## config.mk

```make
export PLATFORM = sky130hd
export DESIGN_NAME = owal_ctrl
export DESIGN_NICKNAME = d
export VERILOG_FILES = /design/src/owal_pkg.sv /design/src/owal_ctrl.sv
export VERILOG_INCLUDE_DIRS = /design/src /design/src/src
export SDC_FILE = /design/constraint.sdc
export NUM_CORES = 1
export LEC_CHECK = 0
export BUFFER_PORTS_ARGS = -buffer_cell sky130_fd_sc_hd__buf_2
export CAP_MARGIN = 10
export CORE_MARGIN = 2
export CORE_UTILIZATION = 57
export DETAILED_ROUTE_END_ITERATION = 12
export PLACE_DENSITY = 0.82
export SYNTH_ARGS = -nofsm -noshare
export SYNTH_HDL_FRONTEND = slang
export SYNTH_SLANG_ARGS = --single-unit
```

## constraint.sdc

```tcl
create_clock -name clk -period 4.67 [get_ports clk]
set_input_delay 0.467 -clock clk [delete_from_list [all_inputs] [get_ports clk]]
set_output_delay 0.467 -clock clk [all_outputs]
set_load 0.01 [all_outputs]
```

## src/omni_wheel_accel_limiter_macros.svh

```systemverilog
// Assertion macros shared by the omni-wheel limiter RTL.
// No dependencies; included by the modules that carry assertions.
`ifndef OMNI_WHEEL_ACCEL_LIMITER_MACROS_SVH
`define OMNI_WHEEL_ACCEL_LIMITER_MACROS_SVH

// same-cycle implication
`define OWAL_ASSERT_SAME(label, clk, rst, ante, cons) \
  label: assert property (@(posedge clk) disable iff (rst) (ante) |-> (cons)) \
    else $error("owal: same-cycle check failed");

// next-cycle implication
`define OWAL_ASSERT_NEXT(label, clk, rst, ante, cons) \
  label: assert property (@(posedge clk) disable iff (rst) (ante) |=> (cons)) \
    else $error("owal: next-cycle check failed");

`endif

```

## src/owal_pkg.sv

```systemverilog
// Package for the omni-wheel limiter: datapath op codes, command/status
// structs, fixed-point constants and rounding/saturation helpers. No deps.
package owal_pkg;

  // config register indexes
  localparam logic [1:0] REG_ACCEL_THR = 2'd0;
  localparam logic [1:0] REG_CONV_EN   = 2'd1;

  // fixed-point constants (Q16 / Q24 scaled)
  localparam logic signed [26:0] K_DIAG  = 27'sd46334;
  localparam logic signed [26:0] K_DIST  = 27'sd1330381;
  localparam logic signed [26:0] K_INV_W = 27'sd206616;
  localparam logic signed [26:0] K_INV_V = 27'sd5932537;
  localparam logic [30:0]        CENT_K  = 31'd25600;
  localparam logic [25:0]        CONV_DIV = 26'd2560;
  localparam logic [5:0]         SH_WHEEL = 6'd16;
  localparam logic [5:0]         SH_BODY  = 6'd24;

  // datapath ops
  localparam logic [5:0] OP_NOP   = 6'd0;
  localparam logic [5:0] OP_LOAD  = 6'd1;
  localparam logic [5:0] OP_RMUL  = 6'd2;
  localparam logic [5:0] OP_WMUL  = 6'd3;
  localparam logic [5:0] OP_WFIN  = 6'd4;
  localparam logic [5:0] OP_ACC   = 6'd5;
  localparam logic [5:0] OP_CMP1  = 6'd6;
  localparam logic [5:0] OP_CMP2  = 6'd7;
  localparam logic [5:0] OP_CMP3  = 6'd8;
  localparam logic [5:0] OP_SMUL  = 6'd9;
  localparam logic [5:0] OP_SDIV  = 6'd10;
  localparam logic [5:0] OP_SFIN  = 6'd11;
  localparam logic [5:0] OP_BSUM  = 6'd12;
  localparam logic [5:0] OP_B1    = 6'd13;
  localparam logic [5:0] OP_B2    = 6'd14;
  localparam logic [5:0] OP_B3    = 6'd15;
  localparam logic [5:0] OP_B4    = 6'd16;
  localparam logic [5:0] OP_C1    = 6'd17;
  localparam logic [5:0] OP_C2    = 6'd18;
  localparam logic [5:0] OP_C3    = 6'd19;
  localparam logic [5:0] OP_SQ    = 6'd20;
  localparam logic [5:0] OP_C4    = 6'd21;
  localparam logic [5:0] OP_C5    = 6'd22;
  localparam logic [5:0] OP_C6    = 6'd23;
  localparam logic [5:0] OP_C7    = 6'd24;
  localparam logic [5:0] OP_KMUL  = 6'd25;
  localparam logic [5:0] OP_KDIV  = 6'd26;
  localparam logic [5:0] OP_KFIN  = 6'd27;
  localparam logic [5:0] OP_STORE = 6'd28;
  localparam logic [5:0] OP_V1    = 6'd29;
  localparam logic [5:0] OP_V2    = 6'd30;
  localparam logic [5:0] OP_V3    = 6'd31;
  localparam logic [5:0] OP_V4    = 6'd32;
  localparam logic [5:0] OP_V5    = 6'd33;
  localparam logic [5:0] OP_OUT   = 6'd34;

  typedef struct packed {
    logic [5:0] op;
    logic [1:0] idx;
  } owal_cmd_t;

  typedef struct packed {
    logic limited;
    logic cent;
    logic v_zero;
    logic conv_en;
    logic div_done;
    logic sqrt_done;
  } owal_stat_t;

  // divide by 2^sh, round to nearest, ties away from zero
  function automatic logic signed [63:0] rnd_shr(input logic signed [63:0] x,
                                                 input logic [5:0] sh);
    logic [63:0] m;
    logic [63:0] q;
    m = x[63] ? 64'(-x) : 64'(x);
    q = (m + (64'd1 << (sh - 6'd1))) >> sh;
    return x[63] ? -$signed(q) : $signed(q);
  endfunction

  function automatic logic signed [23:0] sat24(input logic signed [63:0] x);
    if (x > 64'sd8388607) begin
      return 24'sh7FFFFF;
    end else if (x < -64'sd8388608) begin
      return 24'sh800000;
    end else begin
      return x[23:0];
    end
  endfunction

endpackage

```

## src/owal_ctrl.sv

```systemverilog
// Sequencer for the limiter: steps the datapath through wheel mapping,
// limiting, body mapping, centripetal check and correction. Uses owal_pkg.
module owal_ctrl (
  input  logic                  clk,
  input  logic                  rst,
  input  logic                  in_valid,
  output logic                  in_ready,
  output logic                  out_valid,
  input  logic                  out_ready,
  output owal_pkg::owal_cmd_t   cmd,
  input  owal_pkg::owal_stat_t  stat
);
  import owal_pkg::*;
  `include "omni_wheel_accel_limiter_macros.svh"

  localparam logic [5:0] ST_IDLE  = 6'd0;
  localparam logic [5:0] ST_RMUL  = 6'd1;
  localparam logic [5:0] ST_WMUL  = 6'd2;
  localparam logic [5:0] ST_WFIN  = 6'd3;
  localparam logic [5:0] ST_ACC   = 6'd4;
  localparam logic [5:0] ST_CMP1  = 6'd5;
  localparam logic [5:0] ST_CMP2  = 6'd6;
  localparam logic [5:0] ST_CMP3  = 6'd7;
  localparam logic [5:0] ST_LCHK  = 6'd8;
  localparam logic [5:0] ST_SMUL  = 6'd9;
  localparam logic [5:0] ST_SDIV  = 6'd10;
  localparam logic [5:0] ST_SWAIT = 6'd11;
  localparam logic [5:0] ST_SFIN  = 6'd12;
  localparam logic [5:0] ST_BSUM  = 6'd13;
  localparam logic [5:0] ST_B1    = 6'd14;
  localparam logic [5:0] ST_B2    = 6'd15;
  localparam logic [5:0] ST_B3    = 6'd16;
  localparam logic [5:0] ST_B4    = 6'd17;
  localparam logic [5:0] ST_C1    = 6'd18;
  localparam logic [5:0] ST_C2    = 6'd19;
  localparam logic [5:0] ST_C3    = 6'd20;
  localparam logic [5:0] ST_SQ    = 6'd21;
  localparam logic [5:0] ST_SQW   = 6'd22;
  localparam logic [5:0] ST_C4    = 6'd23;
  localparam logic [5:0] ST_C5    = 6'd24;
  localparam logic [5:0] ST_C6    = 6'd25;
  localparam logic [5:0] ST_C7    = 6'd26;
  localparam logic [5:0] ST_KMUL  = 6'd27;
  localparam logic [5:0] ST_KDIV  = 6'd28;
  localparam logic [5:0] ST_KWAIT = 6'd29;
  localparam logic [5:0] ST_KFIN  = 6'd30;
  localparam logic [5:0] ST_STORE = 6'd31;
  localparam logic [5:0] ST_V1    = 6'd32;
  localparam logic [5:0] ST_V2    = 6'd33;
  localparam logic [5:0] ST_V2W   = 6'd34;
  localparam logic [5:0] ST_V3    = 6'd35;
  localparam logic [5:0] ST_V4    = 6'd36;
  localparam logic [5:0] ST_V4W   = 6'd37;
  localparam logic [5:0] ST_V5    = 6'd38;
  localparam logic [5:0] ST_DONE  = 6'd39;

  logic [5:0] state, state_next;
  logic [1:0] idx, idx_next;
  logic       pass2, pass2_next;
  logic       out_load;
  logic       div_wait;

  assign in_ready = (state == ST_IDLE);
  assign out_load = (state == ST_DONE) && (!out_valid || out_ready);
  assign div_wait = (state == ST_SWAIT) || (state == ST_KWAIT) ||
                    (state == ST_V2W) || (state == ST_V4W);

  always_comb begin
    cmd.idx = idx;
    case (state)
      ST_IDLE:  cmd.op = in_valid ? OP_LOAD : OP_NOP;
      ST_RMUL:  cmd.op = OP_RMUL;
      ST_WMUL:  cmd.op = OP_WMUL;
      ST_WFIN:  cmd.op = OP_WFIN;
      ST_ACC:   cmd.op = OP_ACC;
      ST_CMP1:  cmd.op = OP_CMP1;
      ST_CMP2:  cmd.op = OP_CMP2;
      ST_CMP3:  cmd.op = OP_CMP3;
      ST_SMUL:  cmd.op = OP_SMUL;
      ST_SDIV:  cmd.op = OP_SDIV;
      ST_SFIN:  cmd.op = OP_SFIN;
      ST_BSUM:  cmd.op = OP_BSUM;
      ST_B1:    cmd.op = OP_B1;
      ST_B2:    cmd.op = OP_B2;
      ST_B3:    cmd.op = OP_B3;
      ST_B4:    cmd.op = OP_B4;
      ST_C1:    cmd.op = OP_C1;
      ST_C2:    cmd.op = OP_C2;
      ST_C3:    cmd.op = OP_C3;
      ST_SQ:    cmd.op = OP_SQ;
      ST_C4:    cmd.op = OP_C4;
      ST_C5:    cmd.op = OP_C5;
      ST_C6:    cmd.op = OP_C6;
      ST_C7:    cmd.op = OP_C7;
      ST_KMUL:  cmd.op = OP_KMUL;
      ST_KDIV:  cmd.op = OP_KDIV;
      ST_KFIN:  cmd.op = OP_KFIN;
      ST_STORE: cmd.op = OP_STORE;
      ST_V1:    cmd.op = OP_V1;
      ST_V2:    cmd.op = OP_V2;
      ST_V3:    cmd.op = OP_V3;
      ST_V4:    cmd.op = OP_V4;
      ST_V5:    cmd.op = OP_V5;
      ST_DONE:  cmd.op = out_load ? OP_OUT : OP_NOP;
      default:  cmd.op = OP_NOP;
    endcase
  end

  always_comb begin
    state_next = state;
    idx_next   = idx;
    pass2_next = pass2;
    case (state)
      ST_IDLE: begin
        if (in_valid) begin
          state_next = ST_RMUL;
          idx_next   = 2'd0;
          pass2_next = 1'b0;
        end
      end
      ST_RMUL: state_next = ST_WMUL;
      ST_WMUL: state_next = ST_WFIN;
      ST_WFIN: begin
        idx_next   = idx + 2'd1;
        state_next = (idx == 2'd3) ? ST_ACC : ST_WMUL;
      end
      ST_ACC:  state_next = ST_CMP1;
      ST_CMP1: state_next = ST_CMP2;
      ST_CMP2: state_next = ST_CMP3;
      ST_CMP3: begin
        idx_next   = idx + 2'd1;
        state_next = (idx == 2'd3) ? ST_LCHK : ST_ACC;
      end
      ST_LCHK:  state_next = stat.limited ? ST_SMUL : ST_BSUM;
      ST_SMUL:  state_next = ST_SDIV;
      ST_SDIV:  state_next = ST_SWAIT;
      ST_SWAIT: if (stat.div_done) state_next = ST_SFIN;
      ST_SFIN: begin
        idx_next   = idx + 2'd1;
        state_next = (idx == 2'd3) ? ST_BSUM : ST_SMUL;
      end
      ST_BSUM: state_next = ST_B1;
      ST_B1:   state_next = ST_B2;
      ST_B2:   state_next = ST_B3;
      ST_B3:   state_next = ST_B4;
      ST_B4:   state_next = pass2 ? ST_STORE : ST_C1;
      ST_C1:   state_next = ST_C2;
      ST_C2:   state_next = ST_C3;
      ST_C3:   state_next = ST_SQ;
      ST_SQ:   state_next = ST_SQW;
      ST_SQW:  if (stat.sqrt_done) state_next = ST_C4;
      ST_C4:   state_next = ST_C5;
      ST_C5:   state_next = ST_C6;
      ST_C6:   state_next = stat.cent ? ST_C7 : ST_STORE;
      ST_C7: begin
        pass2_next = 1'b1;
        state_next = stat.v_zero ? ST_BSUM : ST_KMUL;
      end
      ST_KMUL:  state_next = ST_KDIV;
      ST_KDIV:  state_next = ST_KWAIT;
      ST_KWAIT: if (stat.div_done) state_next = ST_KFIN;
      ST_KFIN: begin
        idx_next   = idx + 2'd1;
        state_next = (idx == 2'd3) ? ST_BSUM : ST_KMUL;
      end
      ST_STORE: state_next = stat.conv_en ? ST_V1 : ST_DONE;
      ST_V1:    state_next = ST_V2;
      ST_V2:    state_next = ST_V2W;
      ST_V2W:   if (stat.div_done) state_next = ST_V3;
      ST_V3:    state_next = ST_V4;
      ST_V4:    state_next = ST_V4W;
      ST_V4W:   if (stat.div_done) state_next = ST_V5;
      ST_V5:    state_next = ST_DONE;
      ST_DONE:  if (out_load) state_next = ST_IDLE;
      default:  state_next = ST_IDLE;
    endcase
  end

  always_ff @(posedge clk) begin
    if (rst) begin
      state     <= ST_IDLE;
      idx       <= '0;
      pass2     <= 1'b0;
      out_valid <= 1'b0;
    end else begin
      state <= state_next;
      idx   <= idx_next;
      pass2 <= pass2_next;
      if (out_load) begin
        out_valid <= 1'b1;
      end else if (out_ready) begin
        out_valid <= 1'b0;
      end
    end
  end

  `OWAL_ASSERT_NEXT(a_busy_after_accept, clk, rst, in_valid && in_ready, !in_ready)
  `OWAL_ASSERT_SAME(a_div_done_waiting, clk, rst, stat.div_done, div_wait)
  `OWAL_ASSERT_SAME(a_sqrt_done_waiting, clk, rst, stat.sqrt_done, state == ST_SQW)

endmodule

```

Yosys cells after proc, flatten, opt, wreduce, memory -nomap -nowiden
Cells that the tools add are included.
{ "totals": {"reg_bits": 10, "latch_bits": 0, "ram_bits": 0, "rom_bits": 0, "in_bits": 10, "out_inout_bits": 10, "wordCells": 89, "mem_count": 0} }
{ "classes": {"addsub": 1, "n_mul": 0, "div_mod_pow": 0, "n_lt_le_gt_ge": 0, "eq_ne": 47, "shifts": 0, "muxes": 26, "bitwise_logic": 0, "n_reduce_logical": 11} }
{ "op_table": {"columns": ["op", "count"], "rows": [
  ["case mux 6 bit (40 select lines)", 1],
  ["case mux 6 bit (34 select lines)", 1],
  ["equality test 6 x 5 -> 1 bit, second input constant", 16],
  ["equality test 6 x 4 -> 1 bit, second input constant", 8],
  ["equality test 6 bit, second input constant", 8],
  ["2-to-1 mux 6 bit", 8],
  ["equality test 6 x 3 -> 1 bit, second input constant", 4],
  ["2-to-1 mux 3 bit", 5],
  ["inequality test 2 bit, second input constant", 7],
  ["equality test 6 x 2 -> 1 bit, second input constant", 2],
  ["2-to-1 mux 5 bit", 2],
  ["2-to-1 mux 4 bit", 2],
  ["AND reduction 7 bit", 1],
  ["equality test 6 x 1 -> 1 bit, second input constant", 1],
  ["zero test 6 bit", 1],
  ["nonzero test 2 bit", 3],
  ["2-to-1 mux 1 bit", 4],
  ["case mux 2 bit (2 select lines)", 1],
  ["AND reduction 2 bit", 2],
  ["OR reduction 4 bit", 1],
  ["adder 2 x 1 -> 2 bit, second input constant", 1],
  ["equality test 2 bit, second input constant", 1],
  ["2-to-1 mux 2 bit", 1],
  ["case mux 1 bit (2 select lines)", 1],
  ["3 further kinds", 3]
]} }

Depth between registers and ports, before layout
{ "logic_depth": {"ltp_word": 5, "mapped_depth": 8, "ltp_nobuf": 6} }

Least setup slack after synthesis
Ideal clock, no wire load.
{ "synth_timing": {"kind": "reg2out", "from": "reg state[0]", "to": "out cmd[2] (netlist bit)", "arrival_ns": 1.527, "required_ns": 4.203, "path_slack_ns": 2.676, "path_stages_with_launch": 8, "path_buffers": 3, "path_cell_list": "dfxtp_1 -> buf_2 -> buf_2 -> buf_1 -> o211ai_1 -> a21oi_1 -> a21oi_1 -> o221ai_1"} }
{ "synth_rtl": {"columns": ["element", "line_no", "text"], "rows": [
  ["start, declared", "owal_ctrl.sv:57", "logic [5:0] state, state_next;"],
  ["start signal, assigned", "owal_ctrl.sv:186", "state <= state_next;"],
  ["end, declared", "owal_ctrl.sv:10", "output owal_pkg::owal_cmd_t cmd,"]
]} }

==> metrics.csv <==
stage;metric;value;unit
run_status;status;complete, no violations;
sta;slew_at_the_pin_with_the_worst_max_slew_slack;0.9188;ns
grt;global_route_wire_length_before_repair;6.161;mm
synth;synth_largest_area_cell;dfxtp_1;
floorplan;floorplan.rows;17;
route;vias;1534;
grt;grt.total_usage;0.3001;
sta;timing.final.crit_period;2.860;ns
hold_path;worstHoldPathType;in2reg;
sta;post_route_setup_slack;1.810;ns
floorplan;fp.dieH;51.34;um
place;placed_cell_area;1325;sq um
cts;cts.htree.levels;1;
floorplan;initial_core_util;0.5888;
cts;worst_skew_pair.late_latency;0.26;ns
route;vias_per_cell;6.910;
cts;cts-resized-gates;0;
setup_path;worstPathRequired;4.20;ns
finish;n_antenna_cell;0;
route;drt_first_pass_iters;5;
route;antenna_violating_nets_post_route;0;
power;leakage;0.0005200;uW
cts;numClockSinks;10;
synth;summed_instance_area_of_the_synthesized_netlist;1277;sq um
synth;synth-seq-area-share;0.1567;
synth;main_area_contributors_after_synthesis;dfxtp_1 16%, o21ai_0 6.3%, a21oi_1 5.9%;
route;drt_iter0_drc;97;
setup_path;crit_arrival;2.39;ns
synth;asyncSetResetFlopFracSynth;0;
power;power.ir.vdd_worst;0.0002722;V
sta;rsz_0062_raised_after_global_routing;no;
floorplan;fp.dieArea;2636;sq um
sta;fin_skew;0.002374;ns
place;io_buffer_count;19;
synth;synth_top_area_frac;0.1567;
sta;relSlewSlack;0.3867;
synth;postSynthNetCount;201;
place;placement.setup.worst_slack;2.058;ns
cts;cts_root_buffer;clkbuf_4;
synth;most_instantiated_flip_flop_cell_in_the_synthesis_netlist;dfxtp_1;
place;dp.final_hpwl;2.571;mm
grt;number_of_global_route_vias_before_repair;1334;
finish;stdcell_area;1375;sq um
sta;fin_worst_hold_slack;0.5077;ns
grt;pin_count_of_the_biggest_net_entering_global_routing;41;
power;power_per_cell_area;322.0;nW/um^2
setup_path;worst-r2r-setup-slack;2.17;ns
synth;most_numerous_cell_types_in_the_synthesized_netlist;17 x nor2_1, 16 x nand2_1, 16 x o21ai_0;
cts;cts_hold_buf;0;
setup_path;critPathKind;reg2out;
run;drv_cap;0;
grt;overflow;0;
sta;drv_slew;0;
cts;cts.repair_timing.setup_buffer_count;0;
grt;grt_antenna_before_repair;0;
sta;finalHoldViolations;0;
floorplan;die_width;51.34;um
setup_path;timing.critical_path.to_type;output port;
sta;final_worst_path_period_share;0.6123;
synth;yosys_register_bits;10;
route;route.detailed.wl_per_inst;17.09;um
cts;path_clk_slew;0.06;ns
synth;synthMostInstantiatedCell;nor2_1;
sta;tns;0;ns
setup_path;timing.reg2reg.worst_path_depth;5;
floorplan;io_pins;20;
cts;tritoncts;built;
route;route.detailed.drc;0;
synth;synthesis.instances;190;
sta;report.final.setup_viol;0;
synth;synth-edff-count;0;
finish;post_route_cells_drive_above_1_share;0.1649;
synth;ys.warnings.count;0;
synth;netlist-cell-type-count;48;
setup_path;endpoint;cmd[2];
route;routed_wirelength;3.794;mm
floorplan;design.core.area;2170;sq um
cts;cts_buffers;3;
finish;nNetsFinal;207;
setup_path;worst-path-max-fanout;21;
place;finalWeightedCongestion;0.9303;
setup_path;crit_start;state[5]$_SDFFE_PP0P_;
finish;area_growth;7.640;%
synth;postSynthAreaPerCell;6.724;sq um
power;design_power_total;442.7;uW
cts;cts.path.max_buffers;2;
sta;fmax;349.7;MHz
setup_path;timing.rr.start;state[3]$_SDFFE_PP0P_;
setup_path;crit-reg2reg-capture;state[2]$_SDFFE_PP0P_;
setup_path;crit_path_start_kind;flop;
## placed cells by master (no fill, tap or decap), types with 7 or more instances in the layout
master / count
nor2_1: 17
o21ai_0: 16
a21oi_1: 15
a31oi_1: 7
nand2_1: 16
dfxtp_1: 10
nand2b_1: 9
buf_2: 19
## layer usage
layer  global-route usage  wire, um  share of wire
met1               0.4039      1567           0.41
met2               0.5022      1764           0.46
met3              0.03801       401           0.11
met5                    0         0              0
met4              0.08333        60          0.016
## worst min path at each step
| stage | slack (ns) | end | start | depth (start not counted) |
|---|---|---|---|---|
| after floorplan | 0.49 | pass2$_SDFFE_PP0P_ | pass2$_SDFFE_PP0P_ | 2 |
| after global placement | 0.50 | idx[1]$_SDFFE_PP0P_ | idx[1]$_SDFFE_PP0P_ | 2 |
| after detailed placement | 0.51 | idx[1]$_SDFFE_PP0P_ | idx[1]$_SDFFE_PP0P_ | 2 |
| after CTS | 0.50 | state[1]$_SDFFE_PP0P_ | rst | 2 |
| after global routing | 0.51 | idx[1]$_SDFFE_PP0P_ | rst | 2 |
| final | 0.51 | idx[1]$_SDFFE_PP0P_ | rst | 2 |
## critical path, stage by stage (launching register included)
cell and delay [ns]:
dfxtp_1 0.79, inv_1 0.43, nor3_1 0.36, a21oi_1 0.12, o32a_1 0.19, o221ai_1 0.07, buf_2 0.17
## cell type report
| cell class | instances | area (sq um) |
|---|---|---|
| Sequential cell | 10 | 200.2 |
| Timing Repair Buffer | 21 | 130.1 |
| Tap cell | 28 | 35.03 |
| Inverter | 5 | 18.77 |
| Multi-Input combinational cell | 155 | 968.4 |
| Clock buffer | 3 | 22.52 |
| Fill cell | 220 | 794.5 |
## sequential cells by signal (all words and copies together) (netlist names)
name and cells:
idx 2, out_valid 1, pass2 1, state 6
## stage by stage
| stage | utilization | cells |
|---|---|---|
| 3_3_place_gp | 0.6107 | 218 |
| 2_1_floorplan | - | 190 |
| 4_1_cts | 0.6211 | 221 |
| 6_report | 0.6338 | 222 |
| 5_1_grt | 0.6338 | 222 |
| 3_5_place_dp | 0.6107 | 218 |
## logic make-up (layout without fill, tap and decap cells)
group                    count (synthesis)  count (layout)  synth area share
AND/OR/NAND/NOR                         72              72            0.2948
buffers and inverters                   25              29           0.08521
multiplexers                             1               1          0.008814
adder cells (fa/ha/maj)                  1               1          0.009793
AO/OA/AOI/OAI                           80              80            0.4378
flip-flops                              10              10            0.1567
XOR/XNOR                                 1               1          0.006857
## power breakdown
| group | total [uW] | internal, uW | switching (uW) |
|---|---|---|---|
| clock network | 55.7 | 29.6 | 26.1 |
| logic | 246 | 116 | 130 |
| registers | 141 | 93.8 | 46.8 |
(Power assumes the default switching activity.)
